<file path="src/rtl/fpcp_pkg.sv">
// Types and constants shared by the flow packet checksum parser.
package fpcp_pkg;

   localparam int unsigned COUNT_W = 8;
   localparam int unsigned INTERVAL_W = 26;
   localparam int unsigned DT_W = 16;

   localparam logic [7:0]  FLOW_KIND = 8'h01;
   localparam logic [7:0]  MIN_PACKET_BYTES = 8'd26;
   localparam logic [9:0]  MS_TO_US = 10'd1000;
   localparam logic [7:0]  UPWARD_CODE_RESET = 8'd1;
   localparam logic [15:0] MIN_INTERVAL_RESET = 16'd10;
   localparam logic [15:0] MAX_INTERVAL_RESET = 16'd500;

   typedef enum logic [1:0] {
      CSR_UPWARD_CODE  = 2'd0,
      CSR_MIN_INTERVAL = 2'd1,
      CSR_MAX_INTERVAL = 2'd2
   } csr_index_type;

   typedef struct packed {
      logic [7:0] data_byte;
      logic       last_byte;
   } req_type;

   typedef struct packed {
      logic signed [31:0]      delta_x;
      logic signed [31:0]      delta_y;
      logic signed [31:0]      height;
      logic signed [31:0]      clarity_tenths;
      logic [INTERVAL_W-1:0]   interval_us;
      logic [7:0]              direction_code;
   } rsp_type;

   // accepted message waiting for its stamp difference
   typedef struct packed {
      logic [31:0] word_x;
      logic [31:0] word_y;
      logic [31:0] word_z;
      logic [31:0] word_clarity;
      logic [31:0] word_stamp;
      logic [7:0]  direction;
      logic        slot;
   } pend_type;

endpackage

</file>
<file path="src/rtl/flow_packet_checksum_parser.sv">
// Top level: byte-serial optical-flow message parser with an 8-bit Fletcher (modulo 256) check.
// Throughput: one message byte per cycle; req_ready drops only when the snapshot,
//   difference and output stages all hold a result and the receiver stalls.
// Path: an accepted message is registered in the snapshot, then the stamp
//   difference, then the multiply into the output register that drives rsp_valid.
// Reset: synchronous, active high; clears message state, stamp slots, stage valids.
module flow_packet_checksum_parser #(
   parameter int MAX_PACKET_BYTES = 255
) (
   input  logic                 clock,
   input  logic                 reset,
   input  logic                 req_valid,
   output logic                 req_ready,
   input  fpcp_pkg::req_type    req_payload,
   output logic                 rsp_valid,
   input  logic                 rsp_ready,
   output fpcp_pkg::rsp_type    rsp_payload,
   input  logic                 csr_valid,
   output logic                 csr_ready,
   input  logic [1:0]           csr_index,
   input  logic [15:0]          csr_wdata
);
   import fpcp_pkg::*;

   // ---------------------------------------------------------------------
   // Configuration registers. Writes are always taken; index 3 is dropped.
   // ---------------------------------------------------------------------
   logic [7:0]  upward_code_ff;
   logic [15:0] min_interval_ff;
   logic [15:0] max_interval_ff;

   assign csr_ready = 1'b1;

   always_ff @(posedge clock) begin
      if (reset) begin
         upward_code_ff  <= UPWARD_CODE_RESET;
         min_interval_ff <= MIN_INTERVAL_RESET;
         max_interval_ff <= MAX_INTERVAL_RESET;
      end else if (csr_valid) begin
         case (csr_index_type'(csr_index))
            CSR_UPWARD_CODE:  upward_code_ff  <= csr_wdata[7:0];
            CSR_MIN_INTERVAL: min_interval_ff <= csr_wdata;
            CSR_MAX_INTERVAL: max_interval_ff <= csr_wdata;
            default: ;
         endcase
      end
   end

   // ---------------------------------------------------------------------
   // Stage valids and flow control. Each stage loads when it is empty or
   // when it hands its content on in the same cycle.
   // ---------------------------------------------------------------------
   logic     s1_valid_ff, s1_valid_in;
   logic     s2_valid_ff, s2_valid_in;
   logic     rsp_valid_ff, rsp_valid_in;
   pend_type s1_data_ff;
   rsp_type  s2_data_ff;
   logic [DT_W-1:0] s2_dt_ff;
   rsp_type  rsp_data_ff;

   logic out_free, s2_free, s1_free;
   logic s1_go, s2_go;
   logic req_take, s1_load;

   assign out_free  = !rsp_valid_ff || rsp_ready;
   assign s2_free   = !s2_valid_ff || out_free;
   assign s1_free   = !s1_valid_ff || s2_free;
   assign s2_go     = s2_valid_ff && out_free;
   assign s1_go     = s1_valid_ff && s2_free;
   assign req_ready = s1_free;
   assign req_take  = req_valid && req_ready;

   // ---------------------------------------------------------------------
   // Byte stage: running checksum, two-byte delay line, field capture.
   // The last held byte and the final byte of a message are the checksum.
   // ---------------------------------------------------------------------
   logic [COUNT_W-1:0] byte_count_ff, byte_count_in;
   logic [7:0]  sum_a_ff, sum_a_in;
   logic [7:0]  sum_b_ff, sum_b_in;
   logic [7:0]  held0_ff, held0_in;
   logic [7:0]  held1_ff, held1_in;
   logic        overrun_ff, overrun_in;
   logic [7:0]  kind_ff;
   logic [7:0]  direction_ff;
   logic [31:0] word_x_ff, word_y_ff, word_z_ff, word_clarity_ff, word_stamp_ff;
   logic        message_ok;
   logic [7:0]  data_b;
   logic [1:0]  lane;

   assign data_b = req_payload.data_byte;
   assign lane   = byte_count_ff[1:0];

   always_comb begin
      overrun_in    = overrun_ff || (32'(byte_count_ff) >= 32'(MAX_PACKET_BYTES));
      sum_a_in      = sum_a_ff;
      sum_b_in      = sum_b_ff;
      // the oldest delay-line byte joins the sum once two bytes are held
      if (byte_count_ff >= 8'd2) begin
         sum_a_in = sum_a_ff + held0_ff;
         sum_b_in = sum_b_ff + sum_a_in;
      end
      held0_in      = held1_ff;
      held1_in      = data_b;
      byte_count_in = (byte_count_ff == 8'hFF) ? byte_count_ff : byte_count_ff + 8'd1;
      message_ok    = (kind_ff == FLOW_KIND) && (byte_count_ff >= MIN_PACKET_BYTES - 8'd1)
                      && !overrun_in && (held1_ff == sum_a_in) && (data_b == sum_b_in);
      if (req_payload.last_byte) begin
         // end of message: clear the per-message state whatever the verdict
         byte_count_in = '0;
         sum_a_in      = '0;
         sum_b_in      = '0;
         held0_in      = '0;
         held1_in      = '0;
         overrun_in    = 1'b0;
      end
   end

   assign s1_load = req_take && req_payload.last_byte && message_ok;

   always_ff @(posedge clock) begin
      if (reset) begin
         byte_count_ff <= '0;
         sum_a_ff      <= '0;
         sum_b_ff      <= '0;
         held0_ff      <= '0;
         held1_ff      <= '0;
         overrun_ff    <= 1'b0;
      end else if (req_take) begin
         byte_count_ff <= byte_count_in;
         sum_a_ff      <= sum_a_in;
         sum_b_ff      <= sum_b_in;
         held0_ff      <= held0_in;
         held1_ff      <= held1_in;
         overrun_ff    <= overrun_in;
      end
   end

   // field capture by byte offset; words are little endian
   always_ff @(posedge clock) begin
      if (req_take) begin
         case (byte_count_ff) inside
            8'd0:         kind_ff                    <= data_b;
            8'd1:         direction_ff               <= data_b;
            [8'd4:8'd7]:  word_x_ff[8*lane +: 8]     <= data_b;
            [8'd8:8'd11]: word_y_ff[8*lane +: 8]     <= data_b;
            [8'd12:8'd15]: word_z_ff[8*lane +: 8]    <= data_b;
            [8'd16:8'd19]: word_clarity_ff[8*lane +: 8] <= data_b;
            [8'd20:8'd23]: word_stamp_ff[8*lane +: 8] <= data_b;
            default: ;
         endcase
      end
   end

   // ---------------------------------------------------------------------
   // Stage 1: snapshot of an accepted message, so the next message can
   // overwrite the capture registers while this one waits.
   // ---------------------------------------------------------------------
   assign s1_valid_in = s1_load || (s1_valid_ff && !s2_free);

   always_ff @(posedge clock) begin
      if (reset) s1_valid_ff <= 1'b0;
      else       s1_valid_ff <= s1_valid_in;
   end

   always_ff @(posedge clock) begin
      if (s1_load) begin
         s1_data_ff.word_x       <= word_x_ff;
         s1_data_ff.word_y       <= word_y_ff;
         s1_data_ff.word_z       <= word_z_ff;
         s1_data_ff.word_clarity <= word_clarity_ff;
         s1_data_ff.word_stamp   <= word_stamp_ff;
         s1_data_ff.direction    <= direction_ff;
         s1_data_ff.slot         <= (direction_ff == upward_code_ff);
      end
   end

   // ---------------------------------------------------------------------
   // Stamp difference against the slot's previous stamp, gated by the
   // window. The slot records the stamp whether or not the window passes.
   // ---------------------------------------------------------------------
   logic [31:0] prev_stamp_ff [2];
   logic [1:0]  stamp_seen_ff;
   logic [31:0] dt_ms;
   logic        in_window;
   logic [DT_W-1:0] dt_gated;

   assign dt_ms     = s1_data_ff.word_stamp - prev_stamp_ff[s1_data_ff.slot];
   assign in_window = stamp_seen_ff[s1_data_ff.slot]
                      && (dt_ms >= {16'd0, min_interval_ff})
                      && (dt_ms <= {16'd0, max_interval_ff});
   // an in-window difference never exceeds the 16-bit maximum
   assign dt_gated  = in_window ? dt_ms[DT_W-1:0] : '0;

   always_ff @(posedge clock) begin
      if (reset) begin
         prev_stamp_ff[0] <= '0;
         prev_stamp_ff[1] <= '0;
         stamp_seen_ff    <= '0;
      end else if (s1_go) begin
         prev_stamp_ff[s1_data_ff.slot] <= s1_data_ff.word_stamp;
         stamp_seen_ff[s1_data_ff.slot] <= 1'b1;
      end
   end

   assign s2_valid_in = s1_go || (s2_valid_ff && !out_free);

   always_ff @(posedge clock) begin
      if (reset) s2_valid_ff <= 1'b0;
      else       s2_valid_ff <= s2_valid_in;
   end

   always_ff @(posedge clock) begin
      if (s1_go) begin
         s2_data_ff.delta_x        <= s1_data_ff.word_x;
         s2_data_ff.delta_y        <= s1_data_ff.word_y;
         s2_data_ff.height         <= s1_data_ff.word_z;
         s2_data_ff.clarity_tenths <= s1_data_ff.word_clarity;
         s2_data_ff.interval_us    <= '0;
         s2_data_ff.direction_code <= s1_data_ff.direction;
         s2_dt_ff                  <= dt_gated;
      end
   end

   // ---------------------------------------------------------------------
   // Output register: milliseconds to microseconds, 16 x 10 multiply.
   // ---------------------------------------------------------------------
   rsp_type rsp_data_in;

   always_comb begin
      rsp_data_in             = s2_data_ff;
      rsp_data_in.interval_us = INTERVAL_W'(s2_dt_ff) * INTERVAL_W'(MS_TO_US);
   end

   assign rsp_valid_in = s2_go || (rsp_valid_ff && !rsp_ready);

   always_ff @(posedge clock) begin
      if (reset) rsp_valid_ff <= 1'b0;
      else       rsp_valid_ff <= rsp_valid_in;
   end

   always_ff @(posedge clock) begin
      if (s2_go) rsp_data_ff <= rsp_data_in;
   end

   assign rsp_valid   = rsp_valid_ff;
   assign rsp_payload = rsp_data_ff;

`ifndef NO_ASSERTIONS
   // two accepted messages never come back to back
   a_no_adjacent_ok: assert property (@(posedge clock) disable iff (reset)
      s1_load |=> !s1_load)
      else $error("two accepted messages on consecutive bytes");

   // the final byte always clears the per-message state
   a_clear_on_last: assert property (@(posedge clock) disable iff (reset)
      (req_take && req_payload.last_byte) |=> (byte_count_ff == '0 && !overrun_ff))
      else $error("message state not cleared after final byte");

   // a slot hand-off always marks a stamp as seen
   a_slot_marked: assert property (@(posedge clock) disable iff (reset)
      s1_go |=> (stamp_seen_ff != 2'b00))
      else $error("stamp slot not marked after hand-off");

   // the interval never exceeds the largest 16-bit window scaled to microseconds
   a_interval_range: assert property (@(posedge clock) disable iff (reset)
      rsp_valid_ff |-> (rsp_data_ff.interval_us <= 26'd65535000))
      else $error("interval beyond the largest window");
`endif

endmodule
</file>
<file path="config.mk">
export PLATFORM = sky130hd
export DESIGN_NAME = flow_packet_checksum_parser
export DESIGN_NICKNAME = d
export VERILOG_FILES = /design/src/rtl/fpcp_pkg.sv /design/src/rtl/flow_packet_checksum_parser.sv
export SDC_FILE = /design/constraint.sdc
export NUM_CORES = 1
export LEC_CHECK = 0
export BUFFER_PORTS_ARGS = -buffer_cell sky130_fd_sc_hd__buf_2
export CAP_MARGIN = 0
export CORE_MARGIN = 8
export CORE_UTILIZATION = 40
export DETAILED_ROUTE_END_ITERATION = 7
export PLACE_DENSITY = 0.63
export SYNTH_ARGS = -nofsm -noshare
export SYNTH_HDL_FRONTEND = slang
export SYNTH_SLANG_ARGS = --single-unit
</file>
<file path="constraint.sdc">
create_clock -name clock -period 17.2 [get_ports clock]
set_input_delay 3.44 -clock clock [delete_from_list [all_inputs] [get_ports clock]]
set_output_delay 3.44 -clock clock [all_outputs]
set_load 0.02 [all_outputs]
</file>
==> out/qor.yml, run 1 <==
grt_pass1_wl_um: 103000
grt_pass1_vias: 17900
overflow: 0
clkSinkCount: 807
period_needed_ns: 7.52
cp.arrival_ns: 7.75
worst-setup-path-type: "input pin to flop"
hp-class: "flop to flop"
nNetsFinal: 2549
report.power.total_mw: 4.05
clk_pin_slew_ns: 0.06
maxCapViolations: 0
ys_ff_latch: 807
grt_max_degree: 97
hold_viol: 0
drt.antenna.violating_nets: 0
row_count: 104
cp-start-kind: "input pin"
finalSetupTns_ns: 0
worstReg2RegEnd: "s2_dt_ff[15]$_SDFFCE_PN0P_"
async_flop_share_pct: 0
dpl-instance-area_sq_um: 34800
vias: 17300
worst_slew_pin_slew_ns: 1.29
die-width_um: 301
die_h_um: 301
synth_area_leaders: "edfxtp_1 (66%), dfxtp_1 (5.3%), ha_1 (5.1%)"
crit_fanout: 96
drive_gt1_share_pct: 15.5
synth_commonest_cells: "edfxtp_1 (720), inv_1 (137), ha_1 (134)"
p_leak_nw: 13.7
critPathCaptureType: "flop"
reg2reg_depth: 19
dr.pass1.iters: 5
grt_setup_unrepaired: "no"
io_pins: 197
h-tree-depth: 3
core_sq_um: 80500
slew_violations: 0
track_usage_pct: 14.4
synth_area_sq_um: 32600
syn_inst: 2089
timing.final.crit_share_pct: 43.7
fmaxAchievable_mhz: 133
vias_per_cell: 5.01
finalClockSkew_ns: 0.0303
seq_area_sq_um: 23400
wl_per_cell_um: 19.2
wl_um: 66300
cts-root-buf: "clkbuf_16"
drtIter0Drc: 1138
tritoncts: "yes"
slew-limit-headroom_pct: 13.7
cts_resized: 0
dp_hpwl_um: 47500
place_congestion: 0.904
synthesis.yosys.warnings: 0
clk_latency_ns: 0.63
netlist.area_leader.share_pct: 66.3
yosysUniqueCellTypes: 79
whs_endpoint: "rsp_data_in[0]$_DFFE_PP_"
yosysMostFrequentCell: "edfxtp_1"
syn_avg_cell_area_sq_um: 15.6
power_density_nw_per_um2: 108
ys_seq_area_share_pct: 71.7
portBuffers: 192
drc: 0
antenna_found_initial: 1
cts-hold-fix-buffers: 0
multiInputGateArea_sq_um: 8530
stdcell_area_sq_um: 37600
min_path_cells: 0
synth_edf_count: 720
post_cts.repair.setup_buffers: 0
start_util_pct: 40.5
setup_viol: 0
dieArea_sq_um: 90900
num-fill-cells: 6856
clockBufferDepth: 3
worstPathRequired_ns: 17.43
vdd_ir_drop_max_v: 0.0000787
worstHoldStart: "s1_data_ff[1]$_DFFE_PP_"
ys.flop_type: "edfxtp_1"
numCtsBuffers: 81
yosys.area.top_type: "edfxtp_1"
reg2reg_slack_ns: 10.74
area_growth_pct: 15.5
status: "finished clean"
## stage by stage
| step | utilization (%) | std cells | hold WS (ns) | setup slack (ns) |
|---|---|---|---|---|
| CTS | 46.7 | 3453 | 0.408 | 9.75 |
| floorplan | - | 2091 | 0.400 | 5.96 |
| global route | 46.7 | 3453 | 0.415 | 9.36 |
| detailed placement | 43.2 | 3303 | 0.405 | 9.09 |
| finish | 46.7 | 3456 | 0.408 | 9.68 |
| global placement | 43.2 | 3303 | 0.401 | 9.21 |
## worst max path at each step
stage	slack [ns]	depth (start not counted)	to	startpoint
3_5_place_dp	9.09	10	s1_data_ff[49]$_DFFE_PP_	req_payload[0]
6_report	9.68	10	s1_data_ff[119]$_DFFE_PP_	req_payload[0]
4_1_cts	9.75	10	s1_data_ff[113]$_DFFE_PP_	req_payload[0]
3_3_place_gp	9.21	10	s1_data_ff[113]$_DFFE_PP_	req_payload[0]
2_1_floorplan	5.96	2	rsp_payload[0]$_DFFE_PP_	rsp_ready
5_1_grt	9.36	10	s1_data_ff[119]$_DFFE_PP_	req_payload[0]
## cell usage in the layout, fill, tap and decap left out, types with 10 or more instances in the layout
master | netlist | routed
a211oi_1 | 13 | 13
a21o_1 | 19 | 19
a21oi_1 | 101 | 101
a22oi_1 | 14 | 14
a31oi_1 | 11 | 11
and2_1 | 116 | 116
and3_1 | 15 | 15
buf_2 | 6 | 192
buf_4 | 4 | 13
bufinv_16 | 0 | 11
clkbuf_16 | 0 | 82
clkinv_1 | 0 | 12
clkinv_2 | 0 | 18
dfxtp_1 | 87 | 87
edfxtp_1 | 720 | 720
fa_1 | 57 | 57
ha_1 | 134 | 134
inv_1 | 137 | 135
mux2i_1 | 52 | 52
nand2_1 | 120 | 120
nand3_1 | 17 | 17
nand3b_1 | 16 | 16
nand4_1 | 11 | 11
nor2_1 | 94 | 94
nor3_1 | 28 | 26
nor3b_1 | 10 | 10
o211ai_1 | 15 | 15
o21a_1 | 11 | 11
o21ai_0 | 33 | 31
o21ai_1 | 10 | 11
xnor2_1 | 50 | 50
xor2_1 | 26 | 26
## cell families after synthesis
family | count (synthesis) | share of synthesized area (%)
DFF | 807 | 71.7
and+or+nand+nor | 489 | 8.09
AOI/OAI and AO/OA | 277 | 5.42
adders and majority gates | 191 | 8.64
buffers and inverters | 190 | 2.30
xor gates and xnor gates | 77 | 2.11
muxes | 56 | 1.75
other | 2 | 0.0230
## layout make-up
class | count | area share (%)
Inverter | 137 | 1.39
Sequential cell | 807 | 62.1
Timing Repair Buffer | 205 | 2.81
Clock inverter | 58 | 1.92
Antenna cell | 3 | 0.0199
Multi-Input combinational cell | 1094 | 22.7
Tap cell | 1060 | 3.52
Clock buffer | 92 | 5.60
## registers in the layout (all words and copies together), names as in the netlist, 16 cells and up, named ones only
| name | count |
|---|---|
| s1_data_ff | 169 |
| rsp_payload | 159 |
| rsp_data_in | 136 |
| prev_stamp_ff | 64 |
| word_clarity_ff | 32 |
| word_stamp_ff | 32 |
| word_x_ff | 32 |
| word_y_ff | 32 |
| word_z_ff | 32 |
| max_interval_ff | 16 |
| min_interval_ff | 16 |
| s2_dt_ff | 16 |
## layer usage
layer	vias up	wire (um)	track usage [%]
met5	-	0	0
met4	0	1560	4.55
met3	108	3320	2.55
met2	465	33200	25.2
met1	8597	28200	18.1
li1	8151	-	-
## critical path, cell delays in order
cell and delay (ns):
buf_2 0.36, nor4b_1 0.28, nand4b_1 0.13, a2111oi_0 0.41, and3_1 0.24, nand4_1 0.11, or4_1 0.55, or4_4 0.60
inv_6 0.60, buf_4 0.83
## where the power goes
part           switching [mW]  total, mW  internal, mW
Combinational          0.0733      0.108        0.0348
Clock                   0.753       1.82          1.07
Sequential            0.00487       2.13          2.12
Total                   0.831       4.05          3.22
Note: power is estimated with default switching activity, not from simulation.
==> run 2, diff against run 1 <==
- clock period: 17.2 -> 7.51 ns (I/O delays scaled with it)
==> out/qor.yml, run 2 (same netlist as run 1, synthesis figures left out) <==
reg2reg_slack_ns: 1.31
maxCapViolations: 0
portBuffers: 192
grt_use_met1_pct: 17.4
hp-class: "flop to flop"
place_congestion: 0.887
post_cts.repair.setup_buffers: 0
row_count: 104
power_density_nw_per_um2: 241
clk_latency_ns: 0.64
fmaxAchievable_mhz: 161
die_h_um: 301
grt_pass1_vias: 17800
drc: 0
timing.final.crit_share_pct: 82.5
grt_pass1_wl_um: 101000
critPathCaptureType: "flop"
final_common_cell: "edfxtp_1"
setup_viol: 0
min_path_cells: 0
antenna_found_initial: 13
slew-limit-headroom_pct: 20.6
largest_register_ff_count: 169
fin_util_pct: 46.6
io_pins: 197
layout_common_cells: "edfxtp_1 (720), buf_2 (192), inv_1 (135), ha_1 (134), nand2_1 (120)"
dieArea_sq_um: 90900
vias: 17100
worst-setup-path-type: "flop to flop"
wl_um: 64800
track_usage_pct: 14.2
drtIter0Drc: 833
tritoncts: "yes"
reg2reg_depth: 20
slew_violations: 0
cp.arrival_ns: 6.60
dp_hpwl_um: 46500
core_sq_um: 80500
dr.pass1.iters: 5
area_growth_pct: 15.2
whs_ns: 0.403
vdd_ir_drop_max_v: 0.000157
nNetsFinal: 2558
status: "finished clean"
drive_gt1_share_pct: 15.3
cts-root-buf: "clkbuf_16"
numCtsBuffers: 83
worst_slew_pin_slew_ns: 1.19
dp.cells: 3310
finalClockSkew_ns: 0.0361
h-tree-depth: 3
worstPathRequired_ns: 7.91
overflow: 0
report.power.total_mw: 9.06
clkSinkCount: 807
busiest_layer: "met2"
cp-start-kind: "flop"
cts_resized: 0
regMostFlops: "s1_data_ff"
grt_max_degree: 91
crit_fanout: 16
drt.antenna.violating_nets: 0
met3_usage_pct: 3.33
vias_per_cell: 4.94
cts-hold-fix-buffers: 0
grt_setup_unrepaired: "no"
use_met2_pct: 24.6
final_cells: 3464
finalSetupTns_ns: 0
clockBufferDepth: 3
start_util_pct: 40.5
p_leak_nw: 13.4
period_needed_ns: 6.20
wl_per_cell_um: 18.7
die-width_um: 301
hold_viol: 0
clk_pin_slew_ns: 0.06
[run 2: changes by cell type in the layout (fill, tap and decap cells not counted), sizes merged]
| cell | change |
|---|---|
| buf | +7 |
| inv | +1 |
| bufinv | -6 |
| clkinvlp | -2 |
| clkbuf | +8 |
[run 2: worst max-delay path: stages (launching register included)]
cell	delay, ns
dfxtp_1	0.82
mux2_2	0.29
ha_1	0.16
inv_1	0.06
fa_1	0.41
a21o_1	0.23
a221oi_1	0.51
nor2_1	0.09
o21a_1	0.22
xnor2_1	0.26
inv_1	0.13
ha_1	0.32
nand4_1	0.15
inv_1	0.06
a221oi_1	0.35
o32a_1	0.19
o21ai_0	0.08
nor3_1	0.18
o2111ai_1	0.13
or4_1	0.87
nor4b_1	0.46
[run 2: area by class of cell]
| cell class | instances | area (sq um) |
|---|---|---|
| Timing Repair Buffer | 212 | 1120 |
| Clock buffer | 100 | 2170 |
| Multi-Input combinational cell | 1094 | 8530 |
| Fill cell | 6967 | 43000 |
| Inverter | 137 | 524 |
| Clock inverter | 51 | 507 |
| Antenna cell | 3 | 7.51 |
| Tap cell | 1060 | 1330 |
| Sequential cell | 807 | 23400 |
[run 2: where the power goes]
| part | switching, mW | leakage [nW] | internal, mW |
|---|---|---|---|
| clock network | 1.68 | 1.30 | 2.27 |
| logic | 0.166 | 4.82 | 0.0798 |
| registers | 0.0116 | 7.29 | 4.86 |
| total | 1.86 | 13.4 | 7.21 |
[run 2: through the flow]
step | setup WS, ns | cell area, sq um
floorplan | 0.154 | 32600
global placement | 1.64 | 34900
detailed placement | 1.36 | 34900
CTS | 1.31 | 37500
global route | 0.892 | 37500
finish | 1.31 | 37500
[run 2: path summary, 6_finish.rpt]
| kind | start | endpoint |
|---|---|---|
| max | flop | s2_dt_ff[5]$_SDFFCE_PN0P_ |
| max reg2reg | flop | s2_dt_ff[5]$_SDFFCE_PN0P_ |
| min | rsp_data_in[143]$_DFFE_PP_ | rsp_payload[143]$_DFFE_PP_ |
| min reg2reg | rsp_data_in[143]$_DFFE_PP_ | rsp_payload[143]$_DFFE_PP_ |
[run 2: routing by layer]
| layer | up-vias | share of wire, % |
|---|---|---|
| li1 | 8196 | - |
| met3 | 111 | 5.9 |
| met1 | 8440 | 42 |
| met2 | 348 | 50 |
| met4 | 12 | 2.5 |
| met5 | - | 0.13 |
